**src/hdl/mwe_pkg.sv**
```systemverilog
`default_nettype none
package mwe_pkg;
    typedef struct packed {
        logic [63:0] tick_time;
        logic        chip_select;
        logic        data_in;
    } t_in_item;

    typedef struct packed {
        logic out_driven;
        logic out_bit;
        logic busy_res;
    } t_out_item;

    localparam logic [0:0] REG_DEVICE_TYPE = 1'd0;
    localparam logic [0:0] REG_WORD_MODE16 = 1'd1;
endpackage
`default_nettype wire

```
**src/hdl/mwe_front.sv**
```systemverilog
`default_nettype none
// two-entry input queue; stalls the source when both entries are full
module mwe_front (
    input  wire                logic i_clk,
    input  wire                logic i_rst_n,
    input  wire mwe_pkg::t_in_item i_item,
    input  wire                logic i_valid,
    output logic                     o_stall,
    output mwe_pkg::t_in_item        o_item,
    output logic                     o_valid,
    input  wire                logic i_take
);
    mwe_pkg::t_in_item r_q [2];
    logic [1:0] r_cnt;
    logic       r_rd;
    logic       w_push;
    logic       w_pop;

    assign o_stall = (r_cnt == 2'd2);
    assign w_push  = i_valid && !o_stall;
    assign o_valid = (r_cnt != 2'd0);
    assign w_pop   = i_take && o_valid;
    assign o_item  = r_q[r_rd];

    always_ff @(posedge i_clk) begin
        if (!i_rst_n) begin
            r_cnt <= 2'd0;
            r_rd  <= 1'b0;
        end else begin
            if (w_push) begin
                if (w_pop) r_q[~r_rd] <= i_item;
                else       r_q[r_rd ^ r_cnt[0]] <= i_item;
            end
            if (w_pop) r_rd <= ~r_rd;
            r_cnt <= r_cnt + {1'b0, w_push} - {1'b0, w_pop};
        end
    end
endmodule
`default_nettype wire

```
**config.mk**
```make
export PLATFORM = sky130hd
export DESIGN_NAME = mwe_front
export DESIGN_NICKNAME = d
export VERILOG_FILES = /design/src/hdl/mwe_pkg.sv /design/src/hdl/mwe_front.sv
export SDC_FILE = /design/constraint.sdc
export NUM_CORES = 1
export LEC_CHECK = 0
export BUFFER_PORTS_ARGS = -buffer_cell sky130_fd_sc_hd__buf_2
export CAP_MARGIN = 20
export CORE_MARGIN = 5
export CORE_UTILIZATION = 45
export DETAILED_ROUTE_END_ITERATION = 8
export PLACE_DENSITY = 0.76
export SLEW_MARGIN = 20
export SYNTH_ARGS = -nofsm -noshare
export SYNTH_HDL_FRONTEND = slang
export SYNTH_SLANG_ARGS = --single-unit
```
**constraint.sdc**
```tcl
create_clock -name i_clk -period 6.4 [get_ports i_clk]
set_input_delay 0.32 -clock i_clk [delete_from_list [all_inputs] [get_ports i_clk]]
set_output_delay 0.32 -clock i_clk [all_outputs]
set_load 0.01 [all_outputs]
```
==> run_results.csv <==
group,metric,value,unit
synthesis,synth_area_leaders,"edfxtp_1 (76%), mux2_4 (12%), mux2_2 (5.6%), dfxtp_1 (1.5%), buf_6 (1.1%)",
timing,timing.hold.ws,0.104,ns
placed_design,hpwl,6.07,mm
routing,drt_iter0_drc,100,
floorplan,fp.dieH,117,µm
routing,top_layer,"met4",
worst_hold_path,min_path_cells,1,
synthesis,ys_types,17,
clocking,clock_path_buffers,2,
worst_hold_path,holdPathEnd,"r_q[0][13]",
clocking,clock-sinks,136,
routing,ant_nets,0,
run_status,status,"finished, final reports clean",
floorplan,row_count,39,
power_and_ir_drop,finalPower,2800,µW
timing,setup_viol,0,
routing,vias,2601,
routing,wl_met3,648,µm
grt,grt_pass1_vias,2872,
placed_design,pre_cts_slack,3.49,ns
worst_hold_path,hp-class,"in2reg",
worst_hold_path,min_from,"i_item[13]",
timing,post-route-min-period,2.86,ns
floorplan,die_area,0.0138,mm²
critical_path,rr_endpoint,"r_q[0][59]",
clocking,clockRootBuffer,"clkbuf_16",
grt,grt_pass1_wl,14.7,mm
critical_path,r2r-start,"r_cnt[0]",
synthesis,avgSynthCellArea,22.4,µm²
timing,rsz0062_at_grt,"no",
synthesis,yosysWarnings,0,
synthesis,ys.flop_type,"edfxtp_1",
timing,period_share,0.447,
floorplan,core_area,0.0114,mm²
critical_path,cp-start-kind,"flop",
synthesis,syn_nets,306,
placed_design,io_buffers,137,
timing,fin_setup_tns,0,ns
clocking,cts_hold_buf,0,
routing,firstDrtPassIters,4,
routing,wl_met2,4.68,mm
timing,clock_skew,0.00574,ns
critical_path,cp_max_fo,42,
timing,final_hold_viol_count,0,
critical_path,regToRegSetupSlack,3.54,ns
power_and_ir_drop,p_leak,0.00258,µW
floorplan,die_w,117,µm
final_layout,finalNonFillerCells,538,
power_and_ir_drop,power_density,422,mW/mm²
timing,final.setup.worst_slack,3.54,ns
critical_path,r2r_cells,6,
timing,tightest_slew,1.10,ns
routing,drt-total-wl,9.09,mm
clocking,numCtsBuffers,17,
placed_design,routabilityCongestion,0.669,
grt,antenna_found_initial,0,
synthesis,async_flop_share,0,
synthesis,synthesis.area,0.00519,mm²
grt,gr-total-overflow,0,
flow_run,drv_cap,0,
synthesis,synth-edff-count,132,
final_layout,finish.net_count,457,
timing,max_freq,350,MHz
synthesis,synth_top_area_cell,"edfxtp_1",
routing,via_per_inst,4.83,
critical_path,crit_type,"reg2reg",
clocking,cts_tree,"done",
placed_design,dp.cells,507,
routing,routedWlPerCell,16.9,µm
timing,relSlewSlack,0.269,
routing,drt-met1-wl,3.64,mm
critical_path,cp.arrival,2.89,ns
final_layout,diodes,0,
final_layout,drive_gt1_frac,0.597,
clocking,cts_setup_buffers,0,
grt,grt_max_degree,67,
power_and_ir_drop,irDropWorstVdd,0.000246,V
timing,final_max_slew_viol_count,0,
critical_path,cp-end-kind,"flop",
clocking,clk_latency,0.40,ns
floorplan,io_pins,138,
synthesis,synth_top_area_frac,0.764,
critical_path,cp.required,6.43,ns
synthesis,ys_seq_elements,136,
synthesis,synthCells,232,
synthesis,ys_seq_area_frac,0.780,
clocking,cts.repair.resized,0,
routing,drc_errors,0,
final_layout,area_delta_synth_final,28.0,%
clocking,clkSlewWorstSetupHoldPaths,0.06,ns
floorplan,start_util,0.456,
grt,grtUsageTotal,0.136,
clocking,cts_htree_levels,4,
## Yosys cell counts (3+ instances only)
cell      count
edfxtp_1    132
mux2_4       40
mux2_2       26
buf_6         5
dfxtp_1       4
ha_1          4
inv_1         3
mux2i_1       3
nand2b_1      3
## state kept, by name, indices dropped and copies added, names as in the netlist, named ones only
name and count:
r_q 132, r_cnt 2, r_rd 1
## report_power, final
| group | total (µW) | internal [µW] | switching (µW) |
|---|---|---|---|
| Clock | 984 | 645 | 339 |
| Combinational | 574 | 304 | 270 |
| Sequential | 1240 | 1150 | 92.3 |
## worst max path at each step
| stage | startpoint | to | slack, ns | cells past startpoint |
|---|---|---|---|---|
| 3_3_place_gp | r_cnt[0] | r_q[1][15] | 3.56 | 6 |
| 2_1_floorplan | r_cnt[0] | r_q[0][0] | 1.65 | 5 |
| 4_1_cts | r_cnt[0] | r_q[1][57] | 3.49 | 6 |
| 6_report | r_cnt[0] | r_q[0][59] | 3.54 | 6 |
| 3_5_place_dp | r_cnt[0] | r_q[1][21] | 3.49 | 6 |
| 5_1_grt | r_cnt[0] | r_q[1][58] | 3.31 | 6 |
## final cells by class
class	count	area, µm²
Clock buffer	17	425
Clock inverter	14	181
Fill cell	860	4730
Inverter	3	11.3
Multi-Input combinational cell	86	1090
Sequential cell	136	4050
Tap cell	143	179
Timing Repair Buffer	139	701
## layer usage
layer	vias up	GRT usage
met4	0	0.0479
met2	98	0.228
met5	-	0
met1	1266	0.157
met3	14	0.0568
li1	1223	-
## cell families after synthesis
| logic type | share of synthesized area |
|---|---|
| flops | 0.780 |
| buf+inv | 0.0150 |
| mux | 0.178 |
| simple gates | 0.00989 |
| compound gates | 0.00338 |
| xor+xnor | 0.00434 |
| fa+ha+maj | 0.00965 |
## per-stage QoR
step | area, µm² | utilization
6_report | 6640 | 0.584
5_1_grt | 6640 | 0.584
4_1_cts | 6640 | 0.584
3_5_place_dp | 6030 | 0.530
3_3_place_gp | 6030 | 0.530
2_1_floorplan | 5190 | -
## critical path, stage by stage, from the launching register on
cell	delay, ns
dfxtp_1	0.35
nand2b_1	0.18
and2_1	0.19
ha_1	0.21
mux2i_1	0.22
o22ai_4	0.68
buf_4	0.62
## placed cells by master (no fill, tap or decap), drive strengths merged, types with 3 or more instances in the layout
master  Yosys  layout
nand2b      3       3
clkbuf      0      17
bufinv      0       4
dfxtp       4       4
buf         7     139
ha          4       4
inv         3       4
mux2i       3       3
edfxtp    132     132
clkinv      0       7
mux2       66      66
Power figures use the tool's default switching activity.
